### src/hdl/slt_pkg.sv
// Shared definitions for the station learning table.
// Holds status codes, frame-filter constants and the controller/datapath structs.
// Depends on nothing.
package slt_pkg;

	// Default number of stations the table can hold.
	localparam int DEF_TABLE_DEPTH = 64;

	// Result status codes.
	localparam logic [2:0] ST_IGNORED = 3'd0;
	localparam logic [2:0] ST_ADDED   = 3'd1;
	localparam logic [2:0] ST_KNOWN   = 3'd2;
	localparam logic [2:0] ST_FULL    = 3'd3;
	localparam logic [2:0] ST_CLEARED = 3'd4;

	// Request types.
	localparam logic REQ_FRAME = 1'b0;
	localparam logic REQ_CLEAR = 1'b1;

	// Highest packet kind that is examined (management or data).
	localparam logic [1:0] KIND_DATA = 2'd1;

	// Frame-control type field and the data type value.
	localparam logic [7:0] FTYPE_MASK = 8'h0C;
	localparam logic [7:0] FTYPE_DATA = 8'h08;

	// Frames of this length or shorter are not examined.
	localparam logic [11:0] MIN_LEN_EXCL = 12'd24;

	// Position of the group (multicast) bit within a 48-bit address.
	localparam int GROUP_BIT = 40;

	// Commands from the controller to the datapath.
	typedef struct packed {
		logic       capture;     // load a new request
		logic       search_run;  // step the table scan
		logic       insert;      // append the captured station
		logic       clear;       // empty the table
		logic       emit;        // register a result
		logic [2:0] code;        // status code of that result
	} slt_cmd_t;

	// Status from the datapath to the controller.
	typedef struct packed {
		logic clear_req;
		logic eligible;
		logic count_zero;
		logic full;
		logic hit;
		logic last_miss;
	} slt_stat_t;

endpackage

### src/hdl/station_learning_table.sv
// Station learning table: top level joining the controller and the datapath.
// A clear or ignored frame, or one added to an empty table, reports without a table
// scan; a looked-up frame reports once the scan hits or passes the last stored entry,
// the single-port address memory being scanned one entry per cycle.
// One request is in work at a time; busy stays high until the result is registered.
// Reset empties the table; the receiver cannot stall, so done is a one-cycle strobe.
module station_learning_table
	import slt_pkg::*;
#(
	parameter int TABLE_DEPTH = DEF_TABLE_DEPTH
) (
	input  logic              clk,
	input  logic              arst_n,
	input  logic              start,
	output logic              busy,
	input  logic              req_type,
	input  logic [1:0]        pkt_kind,
	input  logic [7:0]        frame_control,
	input  logic [11:0]       frame_length,
	input  logic [47:0]       src_mac,
	input  logic [47:0]       bssid_mac,
	input  logic signed [7:0] signal_dbm,
	output logic              done,
	output logic [2:0]        status,
	output logic [5:0]        entry_index,
	output logic [6:0]        entry_count
);

	// Commands flow from the controller to the datapath; status flows back.
	slt_cmd_t  cmd;
	slt_stat_t stat;

	// The controller accepts a transfer when start is high while it is idle,
	// then checks the captured frame, scans the table if needed, and issues a
	// single emit command that the datapath turns into the result strobe.
	slt_ctrl u_ctrl (
		.clk    (clk),
		.arst_n (arst_n),
		.start  (start),
		.busy   (busy),
		.stat   (stat),
		.cmd    (cmd)
	);

	// The datapath holds the captured request, the station memories, the stored
	// count and the result register. Known stations are found by comparing one
	// stored address per cycle against the captured source address.
	slt_datapath #(
		.TABLE_DEPTH (TABLE_DEPTH)
	) u_datapath (
		.clk           (clk),
		.arst_n        (arst_n),
		.cmd           (cmd),
		.stat          (stat),
		.req_type      (req_type),
		.pkt_kind      (pkt_kind),
		.frame_control (frame_control),
		.frame_length  (frame_length),
		.src_mac       (src_mac),
		.bssid_mac     (bssid_mac),
		.signal_dbm    (signal_dbm),
		.done          (done),
		.status        (status),
		.entry_index   (entry_index),
		.entry_count   (entry_count)
	);

endmodule

### src/hdl/slt_ctrl.sv
// Controller state machine for the station learning table.
// Sequences capture, table scan, insertion and result emission.
// Depends on slt_pkg.
module slt_ctrl
	import slt_pkg::*;
(
	input  logic      clk,
	input  logic      arst_n,
	input  logic      start,
	output logic      busy,
	input  slt_stat_t stat,
	output slt_cmd_t  cmd
);

	localparam logic [1:0] S_IDLE   = 2'd0;
	localparam logic [1:0] S_CHECK  = 2'd1;
	localparam logic [1:0] S_SEARCH = 2'd2;

	logic [1:0] state_q;
	logic [1:0] state_d;

	assign busy = (state_q != S_IDLE);

	always_comb begin
		state_d = state_q;
		cmd     = '0;
		unique case (state_q)
			S_IDLE: begin
				if (start) begin
					cmd.capture = 1'b1;
					state_d     = S_CHECK;
				end
			end
			S_CHECK: begin
				priority if (stat.clear_req) begin
					cmd.clear = 1'b1;
					cmd.emit  = 1'b1;
					cmd.code  = ST_CLEARED;
					state_d   = S_IDLE;
				end else if (!stat.eligible) begin
					cmd.emit = 1'b1;
					cmd.code = ST_IGNORED;
					state_d  = S_IDLE;
				end else if (stat.count_zero) begin
					cmd.insert = 1'b1;
					cmd.emit   = 1'b1;
					cmd.code   = ST_ADDED;
					state_d    = S_IDLE;
				end else begin
					cmd.search_run = 1'b1;
					state_d        = S_SEARCH;
				end
			end
			S_SEARCH: begin
				cmd.search_run = 1'b1;
				priority if (stat.hit) begin
					cmd.emit = 1'b1;
					cmd.code = ST_KNOWN;
					state_d  = S_IDLE;
				end else if (stat.last_miss) begin
					cmd.emit = 1'b1;
					if (stat.full) begin
						cmd.code = ST_FULL;
					end else begin
						cmd.insert = 1'b1;
						cmd.code   = ST_ADDED;
					end
					state_d = S_IDLE;
				end else begin
					// Entries remain to be compared.
					state_d = S_SEARCH;
				end
			end
			default: begin
				state_d = S_IDLE;
			end
		endcase
	end

	always_ff @(posedge clk or negedge arst_n) begin
		if (!arst_n) begin
			state_q <= S_IDLE;
		end else begin
			state_q <= state_d;
		end
	end

	// A new request is only loaded while idle.
	a_capture_idle: assert property (@(posedge clk) disable iff (!arst_n)
		cmd.capture |-> state_q == S_IDLE)
		else $error("capture outside idle");

	// Every request leaves the check state in the following cycle.
	a_check_leaves: assert property (@(posedge clk) disable iff (!arst_n)
		state_q == S_CHECK |=> state_q != S_CHECK)
		else $error("controller stuck in check");

	// A hit and an insertion never coincide.
	a_hit_no_insert: assert property (@(posedge clk) disable iff (!arst_n)
		stat.hit && state_q == S_SEARCH |-> !cmd.insert)
		else $error("insert on a known station");

endmodule

### src/hdl/slt_datapath.sv
// Datapath of the station learning table: captured request, station memories,
// stored count, scan pipeline and result register. Depends on slt_pkg.
module slt_datapath
	import slt_pkg::*;
#(
	parameter int TABLE_DEPTH = DEF_TABLE_DEPTH
) (
	input  logic               clk,
	input  logic               arst_n,
	input  slt_cmd_t           cmd,
	output slt_stat_t          stat,
	input  logic               req_type,
	input  logic [1:0]         pkt_kind,
	input  logic [7:0]         frame_control,
	input  logic [11:0]        frame_length,
	input  logic [47:0]        src_mac,
	input  logic [47:0]        bssid_mac,
	input  logic signed [7:0]  signal_dbm,
	output logic               done,
	output logic [2:0]         status,
	output logic [5:0]         entry_index,
	output logic [6:0]         entry_count
);

	localparam int IDX_W = (TABLE_DEPTH > 1) ? $clog2(TABLE_DEPTH) : 1;
	localparam int CNT_W = $clog2(TABLE_DEPTH + 1);
	localparam logic [CNT_W-1:0] DEPTH_C = CNT_W'(TABLE_DEPTH);

	// Captured request.
	logic              req_q;
	logic [1:0]        kind_q;
	logic [7:0]        fc_q;
	logic [11:0]       len_q;
	logic [47:0]       src_q;
	logic [47:0]       bssid_q;
	logic signed [7:0] sig_q;

	// Station memories.
	logic [47:0]       addr_mem  [TABLE_DEPTH];
	logic [47:0]       bssid_mem [TABLE_DEPTH];
	logic signed [7:0] sig_mem   [TABLE_DEPTH];

	logic [CNT_W-1:0] count_q;
	logic [CNT_W-1:0] rd_idx_q;
	logic [CNT_W-1:0] cmp_idx_s1;
	logic             cmp_vld_s1;
	logic [47:0]      rdata_s1;
	logic             issue;
	logic             hit;

	logic             done_q;
	logic [2:0]       status_q;
	logic [CNT_W-1:0] index_q;
	logic [CNT_W-1:0] count_out_q;
	logic [CNT_W-1:0] index_d;
	logic [CNT_W-1:0] count_d;
	logic [15:0]      index_ext;
	logic [15:0]      count_ext;

	always_ff @(posedge clk) begin
		if (cmd.capture) begin
			req_q   <= req_type;
			kind_q  <= pkt_kind;
			fc_q    <= frame_control;
			len_q   <= frame_length;
			src_q   <= src_mac;
			bssid_q <= bssid_mac;
			sig_q   <= signal_dbm;
		end
	end

	assign issue = cmd.search_run && (rd_idx_q < count_q);
	assign hit   = cmp_vld_s1 && (rdata_s1 == src_q);

	assign stat.clear_req  = (req_q == REQ_CLEAR);
	assign stat.eligible   = (kind_q <= KIND_DATA) && ((fc_q & FTYPE_MASK) == FTYPE_DATA)
		&& (len_q > MIN_LEN_EXCL) && !src_q[GROUP_BIT];
	assign stat.count_zero = (count_q == '0);
	assign stat.full       = (count_q == DEPTH_C);
	assign stat.hit        = hit;
	assign stat.last_miss  = cmp_vld_s1 && !hit && ((cmp_idx_s1 + 1'b1) == count_q);

	// Memory write and registered read.
	always_ff @(posedge clk) begin
		if (cmd.insert) begin
			addr_mem[count_q[IDX_W-1:0]]  <= src_q;
			bssid_mem[count_q[IDX_W-1:0]] <= bssid_q;
			sig_mem[count_q[IDX_W-1:0]]   <= sig_q;
		end
		if (issue) begin
			rdata_s1 <= addr_mem[rd_idx_q[IDX_W-1:0]];
		end
	end

	// Scan pipeline: one address issued per cycle, compared in the next cycle.
	always_ff @(posedge clk or negedge arst_n) begin
		if (!arst_n) begin
			rd_idx_q   <= '0;
			cmp_idx_s1 <= '0;
			cmp_vld_s1 <= 1'b0;
		end else if (cmd.capture) begin
			rd_idx_q   <= '0;
			cmp_vld_s1 <= 1'b0;
		end else begin
			cmp_vld_s1 <= issue;
			if (issue) begin
				cmp_idx_s1 <= rd_idx_q;
				rd_idx_q   <= rd_idx_q + 1'b1;
			end
		end
	end

	always_ff @(posedge clk or negedge arst_n) begin
		if (!arst_n) begin
			count_q <= '0;
		end else if (cmd.clear) begin
			count_q <= '0;
		end else if (cmd.insert) begin
			count_q <= count_q + 1'b1;
		end
	end

	always_comb begin
		index_d = '0;
		count_d = count_q;
		unique case (cmd.code)
			ST_ADDED: begin
				index_d = count_q;
				count_d = count_q + 1'b1;
			end
			ST_KNOWN: begin
				index_d = cmp_idx_s1;
			end
			ST_CLEARED: begin
				count_d = '0;
			end
			default: begin
				index_d = '0;
			end
		endcase
	end

	always_ff @(posedge clk or negedge arst_n) begin
		if (!arst_n) begin
			done_q <= 1'b0;
		end else begin
			done_q <= cmd.emit;
		end
	end

	always_ff @(posedge clk) begin
		if (cmd.emit) begin
			status_q    <= cmd.code;
			index_q     <= index_d;
			count_out_q <= count_d;
		end
	end

	// Indices and counts are reported modulo the field widths.
	assign index_ext   = 16'(index_q);
	assign count_ext   = 16'(count_out_q);
	assign done        = done_q;
	assign status      = status_q;
	assign entry_index = index_ext[5:0];
	assign entry_count = count_ext[6:0];

	a_count_bound: assert property (@(posedge clk) disable iff (!arst_n)
		count_q <= DEPTH_C)
		else $error("stored count beyond table depth");

	a_no_insert_full: assert property (@(posedge clk) disable iff (!arst_n)
		cmd.insert |-> count_q != DEPTH_C)
		else $error("insert into a full table");

	a_cmp_in_range: assert property (@(posedge clk) disable iff (!arst_n)
		cmp_vld_s1 |-> cmp_idx_s1 < count_q)
		else $error("compare beyond stored entries");

	a_clear_empties: assert property (@(posedge clk) disable iff (!arst_n)
		cmd.clear |=> count_q == '0 && done_q && status_q == ST_CLEARED)
		else $error("clear did not empty the table");

endmodule
### config.mk
export PLATFORM = sky130hd
export DESIGN_NAME = station_learning_table
export DESIGN_NICKNAME = d
export VERILOG_FILES = /design/src/hdl/slt_pkg.sv /design/src/hdl/station_learning_table.sv /design/src/hdl/slt_ctrl.sv /design/src/hdl/slt_datapath.sv
export SDC_FILE = /design/constraint.sdc
export NUM_CORES = 2
export LEC_CHECK = 0
export ABC_AREA = 1
export BUFFER_PORTS_ARGS = -buffer_cell sky130_fd_sc_hd__buf_4
export CORE_MARGIN = 2
export CORE_UTILIZATION = 35
export DETAILED_ROUTE_END_ITERATION = 12
export SYNTH_ARGS = -nofsm -noshare
export SYNTH_HDL_FRONTEND = slang
export SYNTH_SLANG_ARGS = --single-unit
### constraint.sdc
create_clock -name clk -period 7 [get_ports clk]
set_clock_uncertainty 0.15 [all_clocks]
set_input_delay 1.4 -clock clk [delete_from_list [all_inputs] [get_ports clk]]
set_output_delay 1.4 -clock clk [all_outputs]
set_load 0.01 [all_outputs]
# == After elaboration in Yosys (flattened, before gate mapping) ==
# Memories as Yosys holds them, arrays and structs flattened. A register that Yosys moved wholly into a read port is not among the register bits.
# Cells that the tools add are included.
# totals
regBits,108
ram_bits,3072
input_bits,130
output_inout_bits,18
elab_cells,82
n_memories,1
# classes
add_sub_neg,3
order_cmp,3
n_eq_ne,10
n_mux,35
n_bitwise,1
reduce_logical,15
# memory_table
name,depth,width,read_ports,rd_ports_with_merged_regs,wr,line,rtl
u_datapath.addr_mem,64,48,1,1,1,slt_datapath.sv:39,logic [47:0] addr_mem [TABLE_DEPTH];
# op_table
cell,count
$eq A48 B48 Y1,1
$mux W7,4
$add A7 B1 Y7 const B,3
$mux W4,5
$mux W2,9
$pmux W7 S2,1
$gt A12 B5 Y1 const B,1
$mux W1,12
$pmux W6 S2,1
$pmux W4 S2,1
$eq A7 B7 Y1,1
$eq A7 B7 Y1 const B,1
$logic_and A1 B1 Y1,7
$logic_not A7 Y1,1
$lt A7 B7 Y1,1
$pmux W2 S3,1
$reduce_bool A2 Y1,3
$eq A2 B2 Y1 const B,2
$pmux W2 S2,1
$eq A3 B1 Y1 const B,1
$eq A3 B2 Y1 const B,1
$eq A3 B3 Y1 const B,1
$eq A2 B1 Y1 const B,1
$le A2 B1 Y1 const B,1
other kinds (5),6

# == Depth between registers and ports, before layout ==
# logic_depth
depth_word,11
mapped_depth,18
mapped_depth_nobuf,16

# == Cells and area by module ==
# A second synthesis with hierarchy kept.
# unflattened
hier_cells,12846
hier_area_um2,136470.9
# modules_own_cells
module,instances,cells_each,area_per_inst_um2,seq_area_each_um2
slt_datapath,1,12800,136150.6,96667.7
slt_ctrl,1,46,320.3,50.0

# == Worst setup path after synthesis ==
# OpenSTA, ideal clock, no wires.
# synth_path
kind,reg2reg
start,reg u_datapath.src_q[46]
end,"mem u_datapath.addr_mem[14][0], enable pin"
setup_time_ps,513
t_arrival_ps,5615
required_time_ps,6337
path_slack_ps,722
stages_incl_launch_ff,17
path_buffers,2
synth_period_minus_slack_ps,6278
path_cell_list,edfxtp_1 inv_1 nand2_1 nand2_1 o21ai_0 nor2_1 nand2_1 nor2_1 nand3_1 nand3_2 nand2_2 nand2_2 nor2_4 buf_6 nand2_4 buf_6 nor3_1
# synth_between
elab_chain_len,10
# synth_lines
element,line,rtl
from (decl),slt_datapath.sv:34,logic [47:0] src_q;
from (signal assigned),slt_datapath.sv:66,src_q <= src_mac;
$eq A48 B48 Y1 (*),slt_datapath.sv:73,assign hit = cmp_vld_s1 && (rdata_s1 == src_q);
$logic_and A1 B1 Y1 (*),slt_datapath.sv:73,
$logic_not A1 Y1,slt_datapath.sv:81,assign stat.last_miss = cmp_vld_s1 && !hit && ((cmp_idx_s1 + 1'b1) == count_q);
$logic_and A1 B1 Y1 (2 in a row),slt_datapath.sv:81,
$mux W1,slt_ctrl.sv:60,end else if (stat.last_miss) begin
$mux W1 (*),slt_ctrl.sv:56,priority if (stat.hit) begin
$pmux W2 S2 (*),slt_ctrl.sv:27,unique case (state_q)
$mux W1 (*),slt_datapath.sv:85,if (cmd.insert) begin
$mux W1 (*),--,
to (decl),slt_datapath.sv:39,
# Mark *: on every way between the ends. The rest lies on a longest branch, timed or not.

# == Final worst setup path ==
# layout_path
start,reg u_datapath.src_q[2]
end,"mem u_datapath.addr_mem[39][16], enable pin"
# The elaborated chain is that of the path after synthesis.

==> flow_metrics.env <==
export IMPL_viasPerCell=5.65
export IMPL_startpoint="u_datapath.src_q[2]$_DFFE_PP_"
export IMPL_die_h_microns=606
export IMPL_clk_pin_slew_ps=60
export IMPL_vias=79300
export IMPL_ys_seq_area_frac=0.763
export IMPL_clkLatencyLatePin_ps=910
export IMPL_syn_area_sq_mm=0.127
export IMPL_final_cell_mix="edfxtp_1, nor2_1, o21ai_0"
export IMPL_grt_overflow_total=0
export IMPL_hold_violations=0
export IMPL_end_kind="register"
export IMPL_die_area_sq_mm=0.367
export IMPL_fp_dieW_microns=606
export IMPL_syn2layout_area_growth_pct=13.3
export IMPL_wl_met3_microns=31900
export IMPL_yosysTopAreaCell="edfxtp_1"
export IMPL_rsz0062_at_grt="false"
export IMPL_htreeDepth=5
export IMPL_core_area_sq_mm=0.360
export IMPL_syn_avg_cell_area_sq_um=14.1
export IMPL_grt_max_degree=193
export IMPL_fin_worst_hold_slack_ps=283
export IMPL_slew_headroom=0.115
export IMPL_fin_tns_setup_ps=0
export IMPL_synth_top_area_frac=0.758
export IMPL_route_detailed_drc=0
export IMPL_cp_slowest_cell="edfxtp_1"
export IMPL_grt_pass1_wl_microns=537000
export IMPL_drtIter0Drc=10600
export IMPL_status="finished, final reports clean"
export IMPL_wl_met2_microns=182000
export IMPL_wl_met1_microns=150000
export IMPL_r2r_end="u_datapath.addr_mem[39][16]$_DFFE_PP_"
export IMPL_slowest_delay_ps=1230
export IMPL_antenna_left=0
export IMPL_cts_resized=0
export IMPL_cts_setup_buffers=0
export IMPL_antenna_found_initial=20
export IMPL_total_power_mw=40.4
export IMPL_ys_flop_type="edfxtp_1"
export IMPL_num_io_pins=148
export IMPL_synth_warning_count=0
export IMPL_clock_sinks=3225
export IMPL_highest_layer="met5"
export IMPL_ys_ff_latch=3225
export IMPL_ctsHoldBuffers=0
export IMPL_drtPass1Iterations=6
export IMPL_routed_wl_microns=379000
export IMPL_num_rows=220
export IMPL_power_density_mw_per_mm2=281
export IMPL_dp_hpwl_microns=199000
export IMPL_setup_ws_ps=1540
export IMPL_path_class="register to register"
export IMPL_setup_worst_path_start_class="register"
export IMPL_numCtsBuffers=330
export IMPL_async_flop_share=0.00775
export IMPL_slew_viol_final=0
export IMPL_clockBufferDepth=4
export IMPL_hp_class="primary input to async pin"
export IMPL_cpMostUsedCell="nand2_1"
export IMPL_final_common_cell="edfxtp_1"
export IMPL_fmax_ghz=0.183
export IMPL_fin_util=0.399
export IMPL_grt_pass1_vias=76000
export IMPL_timing_rr_start="u_datapath.src_q[2]$_DFFE_PP_"
export IMPL_cp_max_fo=35
export IMPL_leakage_nw=44.8
export IMPL_pre_cts_ws_ps=1670
export IMPL_setup_viol=0
export IMPL_nets=9149
export IMPL_initial_core_util=0.352
export IMPL_wl_per_cell_microns=27.0
export IMPL_port_buffer_count=84
export IMPL_fin_crit_sh=0.781
export IMPL_synth_cell_types=39
export IMPL_synth_nets=9116
export IMPL_cts_tree="done"
export IMPL_crit_end="u_datapath.addr_mem[39][16]$_DFFE_PP_"
export IMPL_gr_usage_all_layers=0.200
export IMPL_place_gp_congestion=0.821
export IMPL_synth_edf_count=3200
export IMPL_clockRootBuffer="clkbuf_16"
export IMPL_rr_worst_depth=15
export IMPL_ir_drop_mv=0.197
export IMPL_min_period_ps=5460
export IMPL_maxCapViolCount=0
export IMPL_critical_path_required_ps=7360
export IMPL_path_cells="inv_1, nand2_1, nand2_1, nand3_1, nor2_1, nand2_1, nor2_1, nand3_1, nand3_2, nand2_2, nand2_2, nor2_4, nand2_1, nor2_4, buf_12"
export IMPL_synth_area_leaders="edfxtp_1, nor2_1, o32ai_1"
export IMPL_synth_cells=8971
export IMPL_arrival_ps=5820
export IMPL_drive_above_1_share=0.0913
export IMPL_reg2reg_slack_ps=1540
export IMPL_tightest_slew_ps=1330
## flip-flops by register name, indices dropped and copies added, names as in the netlist
signal	flops
u_datapath.entry_count	7
u_datapath.req_q	1
u_datapath.count_q	7
u_datapath.cmp_vld_s1	1
u_datapath.rdata_s1	48
u_datapath.kind_q	1
u_datapath.rd_idx_q	7
u_datapath.status	3
u_datapath.index_q	6
u_datapath.addr_mem	3072
u_datapath.len_q	12
u_ctrl.state_q	2
u_datapath.done	1
u_datapath.src_q	48
u_datapath.cmp_idx_s1	7
u_datapath.fc_q	2
## worst max-delay path, delay by kind of cell (launching register included)
kind	cells	cell delay, ps
buffers and inverters	2	550
AND/OR/NAND/NOR	13	3060
flip-flops	1	1230
## routing by layer
layer | track usage | vias up
li1 | - | 34100
met1 | 0.263 | 40500
met2 | 0.332 | 3913
met3 | 0.0308 | 749
met4 | 0.0840 | 4
met5 | 0 | -
## power by group
group	switching, mW	internal (mW)	leakage [nW]
logic	1.19	0.197	10.8
registers	0.162	22.1	29.1
clock network	7.26	9.50	4.92
total	8.61	31.8	44.8
## layout make-up
class	count	area [sq um]
antenna	4	10.0
timing repair buffer	331	2960
inverter	111	454
sequential	3225	96700
clock inverter	165	1330
tap	4773	5970
clock buffer	416	8750
multi-input combinational	5005	27400
fill	32500	216000
## synthesized netlist by cell type (3+ instances only)
| master | instances |
|---|---|
| inv_2 | 4 |
| a21oi_1 | 143 |
| clkbuf_1 | 478 |
| nand3_1 | 423 |
| nor3_2 | 17 |
| o32ai_1 | 466 |
| dfrtp_1 | 25 |
| edfxtp_1 | 3200 |
| nor2_1 | 1785 |
| ha_1 | 15 |
| inv_1 | 106 |
| xnor2_1 | 25 |
| buf_2 | 110 |
| o211ai_1 | 93 |
| o22ai_1 | 7 |
| nand4_1 | 13 |
| xor2_1 | 11 |
| buf_1 | 32 |
| o221ai_1 | 291 |
| nor3_1 | 43 |
| nand2_2 | 3 |
| buf_4 | 4 |
| mux2i_1 | 297 |
| buf_6 | 5 |
| o21ai_0 | 792 |
| nand2_1 | 568 |
## how the worst min path moves through the flow
stage	endpoint	slack, ps
2_1_floorplan	u_datapath.cmp_idx_s1[6]$_DFFE_PN0P_	310
3_3_place_gp	u_datapath.cmp_idx_s1[6]$_DFFE_PN0P_	330
3_5_place_dp	u_datapath.cmp_idx_s1[6]$_DFFE_PN0P_	340
4_1_cts	u_datapath.cmp_idx_s1[4]$_DFFE_PN0P_	250
5_1_grt	u_datapath.cmp_idx_s1[4]$_DFFE_PN0P_	280
6_report	u_datapath.cmp_idx_s1[4]$_DFFE_PN0P_	280
## logic make-up after synthesis
logic type,Yosys count,share of synthesized area
AOI/OAI and AO/OA,1794,0.0952
xor gates and xnor gates,36,0.00249
adders and majority gates,15,0.00148
buffers and inverters,741,0.0235
DFF,3225,0.763
muxes,297,0.0235
and+or+nand+nor,2863,0.0909
## through the flow
| stage | cell area (sq um) | instances |
|---|---|---|
| after floorplan | 127000 | 8971 |
| after global placement | 134000 | 13400 |
| after detailed placement | 134000 | 13400 |
| after CTS | 144000 | 14000 |
| after global routing | 144000 | 14000 |
| final | 144000 | 14000 |
(Power assumes the default switching activity.)
